$ cat config.mk
export PLATFORM = sky130hd
export DESIGN_NAME = i2c_register_access_master_top
export DESIGN_NICKNAME = d
export VERILOG_FILES = /design/src/hdl/i2cram_pkg.sv /design/src/hdl/i2c_register_access_master_top.sv /design/src/hdl/i2cram_cfg.sv /design/src/hdl/i2cram_ctrl.sv
export SDC_FILE = /design/constraint.sdc
export NUM_CORES = 1
export LEC_CHECK = 0
export BUFFER_PORTS_ARGS = -buffer_cell sky130_fd_sc_hd__buf_2
export CORE_MARGIN = 4
export CORE_UTILIZATION = 45
export CTS_BUF_LIST = sky130_fd_sc_hd__clkbuf_16
export DETAILED_ROUTE_END_ITERATION = 8
export HOLD_SLACK_MARGIN = 0.02
export SLEW_MARGIN = 10
export SYNTH_ARGS = -nofsm -noshare
export SYNTH_HDL_FRONTEND = slang
export SYNTH_SLANG_ARGS = --single-unit
export TNS_END_PERCENT = 1
$ cat constraint.sdc
create_clock -name i_clk -period 6.6 [get_ports i_clk]
set_input_delay 0.66 -clock i_clk [delete_from_list [all_inputs] [get_ports i_clk]]
set_output_delay 0.66 -clock i_clk [all_outputs]
set_load 0.005 [all_outputs]
$ cat src/hdl/i2cram_pkg.sv
// ----------------------------------------------------------------------------
// I2C register access master package
// Item types, configuration bundle and shared codes.
// ----------------------------------------------------------------------------
package i2cram_pkg;

    localparam logic [1:0] KIND_TICK     = 2'd0;
    localparam logic [1:0] KIND_START_RD = 2'd1;
    localparam logic [1:0] KIND_START_WR = 2'd2;

    localparam logic [1:0] CFG_DEVICE_BYTE     = 2'd0;
    localparam logic [1:0] CFG_ACK_POLL_LIMIT  = 2'd1;
    localparam logic [1:0] CFG_ACK_SETUP_TICKS = 2'd2;
    localparam logic [1:0] CFG_STOP_HOLD_TICKS = 2'd3;

    localparam logic [7:0]  RST_DEVICE_BYTE     = 8'h0c;
    localparam logic [9:0]  RST_ACK_POLL_LIMIT  = 10'd100;
    localparam logic [15:0] RST_ACK_SETUP_TICKS = 16'd4000;
    localparam logic [15:0] RST_STOP_HOLD_TICKS = 16'd5000;

    localparam logic [7:0] DIR_READ_BIT = 8'h01;

    typedef struct packed {
        logic [1:0] kind;
        logic [7:0] reg_addr;
        logic [7:0] write_data;
        logic       sda_in;
    } t_in_item;

    typedef struct packed {
        logic       scl_level;
        logic       sda_drive;
        logic       sda_level;
        logic       busy_res;
        logic       done_res;
        logic [7:0] read_data;
        logic       ack_error;
    } t_out_item;

    typedef struct packed {
        logic [7:0]  device_byte;
        logic [9:0]  ack_poll_limit;
        logic [15:0] ack_setup_ticks;
        logic [15:0] stop_hold_ticks;
    } t_cfg;

endpackage

$ cat src/hdl/i2c_register_access_master_top.sv
// ----------------------------------------------------------------------------
// I2C register access master
// Tick-driven I2C master for single-byte register reads and writes.
// ----------------------------------------------------------------------------
// Each input transaction is one microsecond tick or a start request; every
// accepted transaction yields exactly one result carrying the SCL level, SDA
// drive and status. The block takes one transaction per clock cycle while the
// output is not stalled; the transaction is held in the input register and
// passes the sequencer step into the result register. Throughput is set by
// the single sequencer step between those registers. The configuration
// channel is always ready; write it only while no transaction is running.
module i2c_register_access_master_top
    import i2cram_pkg::*;
(
    input  logic        i_clk,
    input  logic        i_rst_n,
    input  logic        i_in_valid,
    output logic        o_in_stall,
    input  t_in_item    i_in_item,
    output logic        o_out_valid,
    input  logic        i_out_stall,
    output t_out_item   o_out_item,
    input  logic        i_cfg_valid,
    output logic        o_cfg_ready,
    input  logic [1:0]  i_cfg_index,
    input  logic [15:0] i_cfg_data
);

    t_cfg      cfg;
    t_out_item step_result;
    logic      r_in_valid;
    t_in_item  r_in_item;
    logic      r_out_valid;
    t_out_item r_out_item;
    logic      advance;

    assign advance     = r_in_valid && (!r_out_valid || !i_out_stall);
    assign o_in_stall  = r_in_valid && !advance;
    assign o_out_valid = r_out_valid;
    assign o_out_item  = r_out_item;

    i2cram_cfg u_cfg (
        .i_clk       (i_clk),
        .i_rst_n     (i_rst_n),
        .i_cfg_valid (i_cfg_valid),
        .o_cfg_ready (o_cfg_ready),
        .i_cfg_index (i_cfg_index),
        .i_cfg_data  (i_cfg_data),
        .o_cfg       (cfg)
    );

    i2cram_ctrl u_ctrl (
        .i_clk    (i_clk),
        .i_rst_n  (i_rst_n),
        .i_en     (advance),
        .i_item   (r_in_item),
        .i_cfg    (cfg),
        .o_result (step_result)
    );

    always_ff @(posedge i_clk) begin
        if (!i_rst_n) begin
            r_in_valid  <= 1'b0;
            r_out_valid <= 1'b0;
        end else begin
            if (i_in_valid && !o_in_stall) begin
                r_in_valid <= 1'b1;
            end else if (advance) begin
                r_in_valid <= 1'b0;
            end
            if (advance) begin
                r_out_valid <= 1'b1;
            end else if (!i_out_stall) begin
                r_out_valid <= 1'b0;
            end
        end
    end

    always_ff @(posedge i_clk) begin
        if (i_in_valid && !o_in_stall) begin
            r_in_item <= i_in_item;
        end
        if (advance) begin
            r_out_item <= step_result;
        end
    end

endmodule

$ cat src/hdl/i2cram_cfg.sv
// ----------------------------------------------------------------------------
// I2C register access master configuration registers
// Write-only register file; the write channel is always ready.
// ----------------------------------------------------------------------------
module i2cram_cfg
    import i2cram_pkg::*;
(
    input  logic        i_clk,
    input  logic        i_rst_n,
    input  logic        i_cfg_valid,
    output logic        o_cfg_ready,
    input  logic [1:0]  i_cfg_index,
    input  logic [15:0] i_cfg_data,
    output t_cfg        o_cfg
);

    t_cfg r_cfg;

    assign o_cfg_ready = 1'b1;
    assign o_cfg       = r_cfg;

    always_ff @(posedge i_clk) begin
        if (!i_rst_n) begin
            r_cfg.device_byte     <= RST_DEVICE_BYTE;
            r_cfg.ack_poll_limit  <= RST_ACK_POLL_LIMIT;
            r_cfg.ack_setup_ticks <= RST_ACK_SETUP_TICKS;
            r_cfg.stop_hold_ticks <= RST_STOP_HOLD_TICKS;
        end else if (i_cfg_valid) begin
            unique case (i_cfg_index)
                CFG_DEVICE_BYTE:     r_cfg.device_byte     <= i_cfg_data[7:0];
                CFG_ACK_POLL_LIMIT:  r_cfg.ack_poll_limit  <= i_cfg_data[9:0];
                CFG_ACK_SETUP_TICKS: r_cfg.ack_setup_ticks <= i_cfg_data;
                CFG_STOP_HOLD_TICKS: r_cfg.stop_hold_ticks <= i_cfg_data;
                default: ;
            endcase
        end
    end

endmodule

$ cat src/hdl/i2cram_ctrl.sv
// ----------------------------------------------------------------------------
// I2C register access master sequencer
// Pin sequence state machine; one step per enabled item, result combinational.
// ----------------------------------------------------------------------------
module i2cram_ctrl
    import i2cram_pkg::*;
(
    input  logic      i_clk,
    input  logic      i_rst_n,
    input  logic      i_en,
    input  t_in_item  i_item,
    input  t_cfg      i_cfg,
    output t_out_item o_result
);

    localparam logic [4:0] PH_IDLE     = 5'd0;
    localparam logic [4:0] PH_ST_A     = 5'd1;
    localparam logic [4:0] PH_ST_B     = 5'd2;
    localparam logic [4:0] PH_ST_C     = 5'd3;
    localparam logic [4:0] PH_TX_D     = 5'd4;
    localparam logic [4:0] PH_TX_H     = 5'd5;
    localparam logic [4:0] PH_TX_L     = 5'd6;
    localparam logic [4:0] PH_ACK_REL  = 5'd7;
    localparam logic [4:0] PH_ACK_RISE = 5'd8;
    localparam logic [4:0] PH_ACK_POLL = 5'd9;
    localparam logic [4:0] PH_RX_W     = 5'd10;
    localparam logic [4:0] PH_RX_H     = 5'd11;
    localparam logic [4:0] PH_RX_S     = 5'd12;
    localparam logic [4:0] PH_NACK_A   = 5'd13;
    localparam logic [4:0] PH_NACK_B   = 5'd14;
    localparam logic [4:0] PH_SP_A     = 5'd15;
    localparam logic [4:0] PH_SP_B     = 5'd16;
    localparam logic [4:0] PH_SP_C     = 5'd17;

    logic [4:0]  r_phase,      n_phase;
    logic [15:0] r_wait_count, n_wait_count;
    logic [3:0]  r_bit_count,  n_bit_count;
    logic [1:0]  r_byte_index, n_byte_index;
    logic [7:0]  r_shift_byte, n_shift_byte;
    logic        r_is_read,    n_is_read;
    logic [7:0]  r_reg_latch,  n_reg_latch;
    logic [7:0]  r_data_latch, n_data_latch;
    logic        r_error_flag, n_error_flag;
    logic        r_scl,        n_scl;
    logic        r_sda_drv,    n_sda_drv;
    logic        r_sda_lvl,    n_sda_lvl;
    logic        done;
    logic [15:0] wait_inc;
    logic [3:0]  bit_inc;
    logic [7:0]  rx_shift;

    function automatic logic [7:0] next_byte(
        input logic [1:0] bi,
        input logic       rd,
        input logic [7:0] dev,
        input logic [7:0] rg,
        input logic [7:0] dat
    );
        logic [7:0] b;
        case (bi)
            2'd0:    b = dev;
            2'd1:    b = rg;
            2'd2:    b = rd ? (dev | DIR_READ_BIT) : dat;
            default: b = 8'd0;
        endcase
        return b;
    endfunction

    assign wait_inc = r_wait_count + 16'd1;
    assign bit_inc  = r_bit_count + 4'd1;
    assign rx_shift = {r_shift_byte[6:0], i_item.sda_in};

    always_comb begin
        n_phase      = r_phase;
        n_wait_count = r_wait_count;
        n_bit_count  = r_bit_count;
        n_byte_index = r_byte_index;
        n_shift_byte = r_shift_byte;
        n_is_read    = r_is_read;
        n_reg_latch  = r_reg_latch;
        n_data_latch = r_data_latch;
        n_error_flag = r_error_flag;
        n_scl        = r_scl;
        n_sda_drv    = r_sda_drv;
        n_sda_lvl    = r_sda_lvl;
        done         = 1'b0;
        if (i_item.kind == KIND_START_RD || i_item.kind == KIND_START_WR) begin
            if (r_phase == PH_IDLE) begin
                n_is_read    = (i_item.kind == KIND_START_RD);
                n_reg_latch  = i_item.reg_addr;
                n_data_latch = (i_item.kind == KIND_START_RD) ? 8'd0 : i_item.write_data;
                n_error_flag = 1'b0;
                n_byte_index = 2'd0;
                n_bit_count  = 4'd0;
                n_shift_byte = 8'd0;
                n_wait_count = 16'd0;
                n_phase      = PH_ST_A;
            end
        end else if (i_item.kind == KIND_TICK && r_phase != PH_IDLE) begin
            if (r_phase == PH_ACK_POLL) begin
                if (!i_item.sda_in) begin
                    n_scl        = 1'b0;
                    n_wait_count = 16'd0;
                    unique case (r_byte_index)
                        2'd0: begin
                            n_byte_index = 2'd1;
                            n_shift_byte = r_reg_latch;
                            n_bit_count  = 4'd0;
                            n_phase      = PH_TX_D;
                        end
                        2'd1: begin
                            n_byte_index = 2'd2;
                            if (r_is_read) begin
                                n_phase = PH_ST_A;
                            end else begin
                                n_shift_byte = r_data_latch;
                                n_bit_count  = 4'd0;
                                n_phase      = PH_TX_D;
                            end
                        end
                        default: begin
                            if (r_is_read) begin
                                n_bit_count  = 4'd0;
                                n_shift_byte = 8'd0;
                                n_phase      = PH_RX_W;
                            end else begin
                                n_phase = PH_SP_A;
                            end
                        end
                    endcase
                end else begin
                    n_wait_count = wait_inc;
                    if (wait_inc >= {6'd0, i_cfg.ack_poll_limit}) begin
                        n_scl        = 1'b0;
                        n_wait_count = 16'd0;
                        n_error_flag = 1'b1;
                        n_phase      = PH_SP_A;
                    end
                end
            end else if (r_wait_count != 16'd0) begin
                n_wait_count = r_wait_count - 16'd1;
            end else begin
                n_wait_count = 16'd0;
                unique case (r_phase)
                    PH_ST_A: begin
                        n_sda_drv = 1'b1; n_sda_lvl = 1'b1; n_scl = 1'b1;
                        n_wait_count = 16'd5; n_phase = PH_ST_B;
                    end
                    PH_ST_B: begin
                        n_sda_drv = 1'b1; n_sda_lvl = 1'b0;
                        n_wait_count = 16'd4; n_phase = PH_ST_C;
                    end
                    PH_ST_C: begin
                        n_scl        = 1'b0;
                        n_shift_byte = next_byte(r_byte_index, r_is_read,
                                                 i_cfg.device_byte, r_reg_latch,
                                                 r_data_latch);
                        n_bit_count  = 4'd0;
                        n_phase      = PH_TX_D;
                    end
                    PH_TX_D: begin
                        n_sda_drv = 1'b1; n_sda_lvl = r_shift_byte[7];
                        n_wait_count = 16'd2; n_phase = PH_TX_H;
                    end
                    PH_TX_H: begin
                        n_scl = 1'b1; n_wait_count = 16'd4; n_phase = PH_TX_L;
                    end
                    PH_TX_L: begin
                        n_scl        = 1'b0;
                        n_wait_count = 16'd5;
                        n_shift_byte = {r_shift_byte[6:0], 1'b0};
                        n_bit_count  = bit_inc;
                        n_phase      = (bit_inc >= 4'd8) ? PH_ACK_REL : PH_TX_D;
                    end
                    PH_ACK_REL: begin
                        n_sda_drv = 1'b0; n_sda_lvl = 1'b1;
                        n_wait_count = i_cfg.ack_setup_ticks; n_phase = PH_ACK_RISE;
                    end
                    PH_ACK_RISE: begin
                        n_scl = 1'b1; n_phase = PH_ACK_POLL;
                    end
                    PH_RX_W: begin
                        n_sda_drv = 1'b0; n_sda_lvl = 1'b1; n_scl = 1'b0;
                        n_wait_count = 16'd5; n_phase = PH_RX_H;
                    end
                    PH_RX_H: begin
                        n_scl = 1'b1; n_wait_count = 16'd4; n_phase = PH_RX_S;
                    end
                    PH_RX_S: begin
                        n_shift_byte = rx_shift;
                        n_scl        = 1'b0;
                        n_bit_count  = bit_inc;
                        if (bit_inc >= 4'd8) begin
                            n_data_latch = rx_shift;
                            n_phase      = PH_NACK_A;
                        end else begin
                            n_phase = PH_RX_W;
                        end
                    end
                    PH_NACK_A: begin
                        n_sda_drv = 1'b1; n_sda_lvl = 1'b1; n_scl = 1'b1;
                        n_wait_count = 16'd4; n_phase = PH_NACK_B;
                    end
                    PH_NACK_B: begin
                        n_scl = 1'b0; n_wait_count = 16'd4; n_phase = PH_SP_A;
                    end
                    PH_SP_A: begin
                        n_sda_drv = 1'b1; n_sda_lvl = 1'b0; n_scl = 1'b1;
                        n_wait_count = 16'd4; n_phase = PH_SP_B;
                    end
                    PH_SP_B: begin
                        n_sda_drv = 1'b1; n_sda_lvl = 1'b1;
                        n_wait_count = i_cfg.stop_hold_ticks; n_phase = PH_SP_C;
                    end
                    PH_SP_C: begin
                        n_phase = PH_IDLE; done = 1'b1;
                    end
                    default: n_phase = PH_IDLE;
                endcase
            end
        end
    end

    always_comb begin
        o_result.scl_level = n_scl;
        o_result.sda_drive = n_sda_drv;
        o_result.sda_level = !n_sda_drv || n_sda_lvl;
        o_result.busy_res  = (n_phase != PH_IDLE);
        o_result.done_res  = done;
        o_result.read_data = (done && n_is_read && !n_error_flag) ? n_data_latch : 8'd0;
        o_result.ack_error = done && n_error_flag;
    end

    always_ff @(posedge i_clk) begin
        if (!i_rst_n) begin
            r_phase      <= PH_IDLE;
            r_wait_count <= 16'd0;
            r_bit_count  <= 4'd0;
            r_byte_index <= 2'd0;
            r_shift_byte <= 8'd0;
            r_is_read    <= 1'b0;
            r_reg_latch  <= 8'd0;
            r_data_latch <= 8'd0;
            r_error_flag <= 1'b0;
            r_scl        <= 1'b1;
            r_sda_drv    <= 1'b0;
            r_sda_lvl    <= 1'b1;
        end else if (i_en) begin
            r_phase      <= n_phase;
            r_wait_count <= n_wait_count;
            r_bit_count  <= n_bit_count;
            r_byte_index <= n_byte_index;
            r_shift_byte <= n_shift_byte;
            r_is_read    <= n_is_read;
            r_reg_latch  <= n_reg_latch;
            r_data_latch <= n_data_latch;
            r_error_flag <= n_error_flag;
            r_scl        <= n_scl;
            r_sda_drv    <= n_sda_drv;
            r_sda_lvl    <= n_sda_lvl;
        end
    end

endmodule

# Word-level counts from Yosys, hierarchy flattened
# Cells that the tools add are included.
# word_totals
reg_bits	141
input_bits	42
output_inout_bits	17
word_cells	203
# op_classes
addsub	3
order_cmp	2
eq_ne	31
muxes	91
reduce_logical	47
# op_table
operator	count
$mux 8	17
$mux 16	7
$pmux 16 s5	1
$pmux 5 s15	1
$pmux 8 s3	2
$eq 5x4->1 const B	8
$mux 5	7
$mux 4	8
$mux 1	31
$eq 5x3->1 const B	4
$reduce_or 6->1	3
$add 16x1->16 const B	1
$ge 16x10->1	1
$pmux 4 s2	2
$pmux 8 s2	1
$reduce_and 8->1	2
$reduce_bool 16->1	1
$sub 16x1->16 const B	1
$reduce_bool 5->1	3
$mux 2	6
$eq 5x2->1 const B	2
$eq 5x5->1 const B	2
$pmux 5 s2	1
$reduce_or 5->1	2
28 further kinds	60

# Logic depth before layout (Yosys ltp)
# Gate-level depths: netlist of the first run.
# logic_depth
ltp_word	9
ltp_mapped	13
ltp_nobuf	12

# Modules after synthesis
# Synthesis of the first run repeated with hierarchy kept, for this count alone.
# hier_totals
hier_cells	913
area_unflattened_um2	7832.5
# by_module_without_submodules
module	n_inst	cells_per_inst	area_each_um2	seq_area_each_um2
i2cram_ctrl	1	673	4780.8	1121.1
i2cram_cfg	1	199	1976.9	1001.0
i2c_register_access_master_top	1	41	1074.8	1031.0

# Worst setup path before layout of the first run
# OpenSTA, ideal clock, no wires.
# synth_path
path_kind	register -> register
from	register u_ctrl.r_wait_count[0]
to	register r_out_item, in the netlist o_out_item[13] (data pin)
setup_time_ns	0.146
arrival_ns	2.922
required_ns	6.454
path_slack_ns	3.531
path_stages_with_launch	13
n_path_buf	1
synth_period_minus_slack_ns	3.069
cell_sequence	dfxtp_1 ha_1 nand4_1 or2_2 nor2_1 xor2_1 ha_1 o21a_1 a221o_1 a211oi_1 nand3_1 clkbuf_1 a21oi_1
# synth_lines
item	line_no	source
from (decl)	i2cram_ctrl.sv:36	logic [15:0] r_wait_count, n_wait_count;
from (signal assigned)	i2cram_ctrl.sv:250	r_wait_count <= n_wait_count;
to (signal assigned)	i2c_register_access_master_top.sv:84	r_out_item <= step_result;
to (decl)	i2c_register_access_master_top.sv:34	t_out_item r_out_item;

==> results of run 1 <==
[cells in the mapped netlist, drive strengths merged (8+ instances only)]
cell type	instances
nand2	148
dfxtp	108
a21oi	79
nor2	73
clkbuf	57
nand3	42
o21ai	34
edfxtp	33
nor3	28
mux2i	25
a211oi	21
inv	21
buf	19
a22oi	18
ha	15
nor4	15
o211ai	14
a22o	12
nor2b	12
o22ai	11
a211o	10
a21o	9
or3	9
xnor2	9
xor2	9
a221oi	8
[metrics by stage]
stage	power, mW	cell area [µm²]	std cells	hold WS [ns]	util, %
finish	2.05	8820	1206	0.408	51.2
global route	2.13	8820	1206	0.396	51.2
CTS	2.07	8820	1206	0.393	51.2
detailed placement	1.15	8260	1174	0.449	47.9
global placement	1.15	8260	1174	0.441	47.9
floorplan	1.08	7880	954	0.427	-
[flip-flops by register name, indices dropped and copies added, names as in the netlist, 4 cells and up]
register	count
o_out_item	14
r_in_item	19
u_cfg.o_cfg	50
u_ctrl.r_bit_count	4
u_ctrl.r_data_latch	8
u_ctrl.r_phase	5
u_ctrl.r_reg_latch	8
u_ctrl.r_shift_byte	8
u_ctrl.r_wait_count	16
[final cells by class]
class / count / area share (%)
multi-input cells: 714 / 49.3
flip-flops and latches: 141 / 35.7
clock buffers: 18 / 5.11
repair buffers: 71 / 4.43
well taps: 225 / 3.19
clock inverters: 14 / 1.23
inverters: 23 / 0.979
[per-layer routing]
layer	wire length [µm]	vias up
met4	567	0
met1	11000	3408
met3	1480	42
li1	-	3534
met2	9780	276
met5	0	-
[critical path: stages, from the launching register on]
cell	delay, ns
dfxtp_1	0.47
ha_1	0.28
nand4_1	0.15
or2_2	0.34
nor2_1	0.12
xor2_1	0.22
ha_1	0.28
o21a_1	0.17
a221o_1	0.36
a211oi_1	0.45
nand3_1	0.52
a21oi_1	0.31
[how the worst max path moves through the flow]
stage | startpoint | cells past startpoint | to | slack, ns
floorplan | u_ctrl.r_wait_count[0] | 12 | o_out_item[13] | 3.53
global placement | u_ctrl.r_wait_count[0] | 11 | o_out_item[13] | 2.96
detailed placement | u_ctrl.r_wait_count[0] | 11 | o_out_item[13] | 2.84
CTS | u_ctrl.r_wait_count[0] | 12 | o_out_item[13] | 2.80
global route | u_ctrl.r_wait_count[0] | 11 | o_out_item[13] | 2.48
finish | u_ctrl.r_wait_count[0] | 11 | o_out_item[13] | 2.78
[where the power goes]
group | leakage [nW] | switching (mW) | internal (mW)
Sequential | 1.20 | 0.0195 | 0.914
Clock | 0.276 | 0.405 | 0.511
Combinational | 1.71 | 0.134 | 0.0695
[logic make-up (layout without fill, tap and decap cells)]
logic type	after synthesis	in the layout	synth area share (%)
and+or+nand+nor	381	381	23.2
AOI/OAI and AO/OA	274	274	24.4
DFF	141	141	40.0
buffers and inverters	99	126	4.87
muxes	25	25	3.18
xor gates and xnor gates	18	18	2.00
adders and majority gates	15	15	2.38
other	1	1	0.0476
==> run metrics, run 1 <==
core area=roughly 0.017 mm²; total track usage=about 23%; GR Util met3=roughly 4.0%; Filler Cells Inserted=around 1.7k; DR vias=slightly above 7k; # IOs=59; MaxCap Viol Count=0; min Tclk post-route=~3.8 ns; die height=between 100 and 150 µm; Resize count post-CTS=0; worst path arrival time=between 4 and 5 ns; vias in the first global route=between 6k and 7k; number of flops mapped to enable cells by yosys=33; WL final=22800 µm; Bufs on Longest Clock Path=2; initial antenna violation count=0; CP max FO=11; Die X=140 µm; Worst Hold Launch=i_in_item[5]; outcome=completed; distinct cell type count of the synthesized netlist=between 70 and 80; CTS tree=done; CP Class=reg -> reg; worst r2r path cells=11; fraction of layout cells with a size suffix above 1=between 10% and 20%; vias per cell=~6.0; Worst Path Required=a little under 7 ns; met1 Resource Use GR=roughly 34%; Hold EP=r_in_item[5]; Syn-to-layout area delta=11.9%; NumNets Final=between 1k and 1.5k; TNS Setup=0 ns; hold path cells=1; Slew headroom=roughly a fifth; first-pass GRT wire length=between 30000 and 40000 µm; Synthesized Nets=slightly above 1k; drt first pass iters=6; DP Wirelength=~16000 µm; root buf cell=clkbuf_16; Leak Pwr=3.19 nW; skew final=0.0126 ns; largest net degree at the start of global routing=52; post-CTS repair timing setup buffer count=0; most frequent cells in the layout=148 x nand2_1, 108 x dfxtp_1, 79 x a21oi_1; r2r setup slk=approximately 2.8 ns; Final period util=about 58%; CTS Buf Count=17; Global Route met2 Usage=32.7%; die footprint=0.0197 mm²; unrepaired setup endpoints after global routing=no; Remaining DRCs=0; measured slew at the worst slew-check pin=1.19 ns; Reg-to-Reg End=o_out_item[13]; DR WL/cell=18.9 µm; ANT cells=0; # setup viols final=0; largest area contributor in the netlist=dfxtp_1; FMAX=262 MHz; Post-Syn Instances=roughly 950; Critical R2R Launch=u_ctrl.r_wait_count[0]; CP endpoint kind=flop; I/O Buffers=57; Initial DRC Count=836; Max Slew Vio Count=0; Hold Fails Final Rpt=0; Cell Area, Synth=between 0.007 and 0.008 mm²; clk sink count=around 140; Async S/R FF share, synth=0%; RePlAce Congestion=0.954; Seq/Total Area, Yosys=around two fifths; CP Launch Type=flop; FF/Latch Area=roughly 0.0032 mm²; YS warnings=0; area of the multi-input gates=about 0.0044 mm²; # rows=48; Most used DFF post-synth=dfxtp_1; # hold bufs at CTS=0; gr busiest metal=met1; clk slew on worst S/H paths=roughly 0.060 ns; #FFs+latches synth=roughly 140; Starting Density=between 40% and 50%; antenna-violating nets left=0; commonest non-fill, non-tap cell in the layout=nand2_1; Synth top area share=between 20 and 30%; Worst-Skew Late Latency=~0.42 ns; mean post-synth cell area=about 8.3 µm²; maximum vdd ir drop=roughly 180 µV; synth top area cells=dfxtp_1 27%, edfxtp_1 13%, nand2_1 7.0%; post-route setup slack=about 2.8 ns; dpl ws=~2.8 ns; worst min-delay path class=in -> reg; grt ovf=0; H-tree depth=4; Power Density=233 mW/mm²
(Power assumes the default switching activity.)
==> run 2: changes to the inputs <==
ABC_AREA = 1   (was not set)
clock period = 3.7 ns   (was 6.6 ns; I/O delays follow)
==> run 2 against run 1 <==
Fmax increased by 19%; non-clock buffer count shrank 4; synthesized cell count up 19%; combinational power grew 120%; clock skew decreased by 0.0033 ns; clock power up 86%; flip-flop and latch count stayed put; via count increased by 5.0%; power grew 87%; critical path type unchanged; utilization increased by 0.98 points.
==> run metrics, run 2 <==
measured slew at the worst slew-check pin=1.02 ns (-0.173 ns); Resize count post-CTS=0 (unchanged); Async S/R FF share, synth=0% (unchanged); met1 Resource Use GR=34.8% (+0.69 points); drt first pass iters=6 (unchanged); Final period util=86.4% (+29 points); antenna-violating nets left=0 (unchanged); Filler Cells Inserted=1755 (+5.9%); vias in the first global route=7128 (+10%); Post-Route Utilization=52.2% (+0.98 points); FMAX=313 MHz (+19%); FF/Latch Area=0.00315 mm² (unchanged); total track usage=23.6% (+0.83 points); worst path arrival time=3.46 ns (-0.61 ns); most common cell in the netlist=nand2_1; Power Density=421 mW/mm² (+81%); Synthesized Nets=1190 (+18%); fraction of layout cells with a size suffix above 1=14.3% (+1.7 points); area of the multi-input gates=0.00415 mm² (-4.5%); number of flops mapped to enable cells by yosys=33 (unchanged); mean post-synth cell area=7.16 µm² (-13%); final non-filler cell total=1412 (+17%); MaxCap Viol Count=0 (unchanged); Starting Density=46.4% (+0.70 points); clk slew on worst S/H paths=0.06 ns (about the same); most frequent cells in the layout=223 x nand2_1, 138 x inv_1, 124 x nor2_1; GR Util met3=4.00% (+0.038 points); # placed instances=1380 (+18%); clk sink count=141 (unchanged); worst r2r path cells=18 (+7); largest net degree at the start of global routing=64 (+23%); post-CTS repair timing setup buffer count=0 (unchanged); CP max FO=8 (-3); outcome=completed; vias per cell=5.40 (-10%); CP Class=reg -> reg; Worst-Skew Late Latency=0.42 ns (about the same); TNS Setup=0 ns (unchanged); Leak Pwr=4.12 nW (+29%); Post-Syn Instances=1133 (+19%); area post-placement=0.00854 mm² (+3.3%); commonest non-fill, non-tap cell in the layout=nand2_1; Synth top area share=26.7% (-0.78 points); Post-synth top cells=223 x nand2_1, 135 x inv_1, 125 x nor2_1; Slew headroom=32.3% (+12 points); hold path cells=1 (unchanged); DR vias=7623 (+5.0%); Die X=142 µm (+1.4%); Worst Path Required=3.97 ns (-2.89 ns); CP endpoint kind=flop; largest area contributor in the netlist=dfxtp_1; H-tree depth=4 (unchanged); Hold Fails Final Rpt=0 (unchanged); CP Launch Type=flop; # setup viols final=0 (unchanged); YS warnings=0 (unchanged); Most used DFF post-synth=dfxtp_1; min Tclk post-route=3.20 ns (-0.617 ns); hold slack=0.119 ns (-0.289 ns); # rows=48 (unchanged); DP Wirelength=16700 µm (+6.7%); # hold bufs at CTS=0 (unchanged); RePlAce Congestion=0.929 (-2.7%); Syn-to-layout area delta=12.4%; synth top area cells=dfxtp_1 27%, edfxtp_1 12%, nand2_1 10%; Global Route met2 Usage=36.5% (+3.8 points); WL final=23300 µm (+2.2%); distinct cell type count of the synthesized netlist=51 (-33%); max FFs per register=50 (unchanged); grt ovf=0 (unchanged); Max Slew Vio Count=0 (unchanged); initial antenna violation count=0 (unchanged); final non-filler cell area=0.00911 mm² (+3.3%); Remaining DRCs=0 (unchanged); DR WL/cell=16.5 µm (-13%); die height=142 µm (+1.4%); core area=0.0175 mm² (+1.4%); first-pass GRT wire length=37900 µm (+5.4%); CTS tree=done; Cell Area, Synth=0.00811 mm² (+2.9%); ANT cells=0 (unchanged); Bufs on Longest Clock Path=2 (unchanged); worst min-delay path class=in -> reg; Initial DRC Count=579 (-31%); # IOs=59 (unchanged); NumNets Final=1231 (+20%); die footprint=0.0202 mm² (+2.8%); gr busiest metal=met2; CTS Buf Count=17 (unchanged); skew final=0.00932 ns (-0.00331 ns); root buf cell=clkbuf_16; I/O Buffers=57 (unchanged); Seq/Total Area, Yosys=38.9% (-1.1 points); maximum vdd ir drop=328 µV (+87%); #FFs+latches synth=141 (unchanged); unrepaired setup endpoints after global routing=no
==> run 2: cell count changes in the layout (fill, tap and decap cells not counted), sizes merged, moves of 25 or more <==
cell / before / now
a21oi: 79 / 112
o21ai: 34 / 116
inv: 30 / 157
nand2: 148 / 237
mux2i: 25 / 0
nor2: 73 / 143
==> run 2: cells by family after synthesis <==
| group | share of synthesized area [%] |
|---|---|
| AND/OR/NAND/NOR | 27.1 |
| AO/OA/AOI/OAI | 19.7 |
| buffers and inverters | 9.96 |
| flip-flops | 38.9 |
| XOR/XNOR | 2.05 |
| adder cells (fa/ha/maj) | 2.31 |
| other | 0.0462 |
==> run 2: through the flow <==
| stage | power (mW) | worst slack (ns) |
|---|---|---|
| 2_1_floorplan | 2.02 | 1.12 |
| 3_3_place_gp | 2.16 | 0.748 |
| 3_5_place_dp | 2.16 | 0.581 |
| 4_1_cts | 3.85 | 0.568 |
| 5_1_grt | 4.00 | 0.214 |
| 6_report | 3.83 | 0.501 |
==> run 2: final cells by class <==
type / count / area share (%)
Inverter: 155 / 6.47
Multi-Input combinational cell: 792 / 45.6
Timing Repair Buffer: 67 / 3.95
Tap cell: 225 / 3.09
Clock buffer: 18 / 4.94
Sequential cell: 141 / 34.6
Clock inverter: 14 / 1.40
==> run 2: metal layers <==
layer | vias up | routed length (µm)
met5 | - | 0
met4 | 0 | 180
met3 | 16 | 1460
met2 | 259 | 10300
met1 | 3518 | 11400
li1 | 3830 | -
==> run 2: worst paths after layout <==
path	endpoint	startpoint	slack [ns]
hold / removal	r_in_item[5]	i_in_item[5]	0.12
setup / recovery	o_out_item[2]	u_ctrl.r_wait_count[0]	0.50
setup reg to reg	o_out_item[2]	u_ctrl.r_wait_count[0]	0.50
hold reg to reg	u_cfg.o_cfg[2]	u_cfg.o_cfg[2]	0.45
==> run 2: where the power goes <==
group	leakage, nW	internal [mW]	switching (mW)
Clock	0.298	1.02	0.679
Combinational	2.62	0.139	0.303
Sequential	1.20	1.65	0.0411
==> run 2: worst max-delay path, stage by stage, from the launching register on <==
cell     delay [ns]
dfxtp_1        0.42
ha_1           0.23
nand2_1        0.13
nor2_1         0.34
nor2_1         0.07
nor2_1         0.17
ha_1           0.26
nand2_1        0.08
nor2_1         0.05
and2_1         0.12
nor2_1         0.08
nand2_1        0.07
nand2_1        0.08
nand2_1        0.09
nor2_4         0.19
nand2_2        0.11
nand2_2        0.12
nand4_4        0.21
a21oi_1        0.19
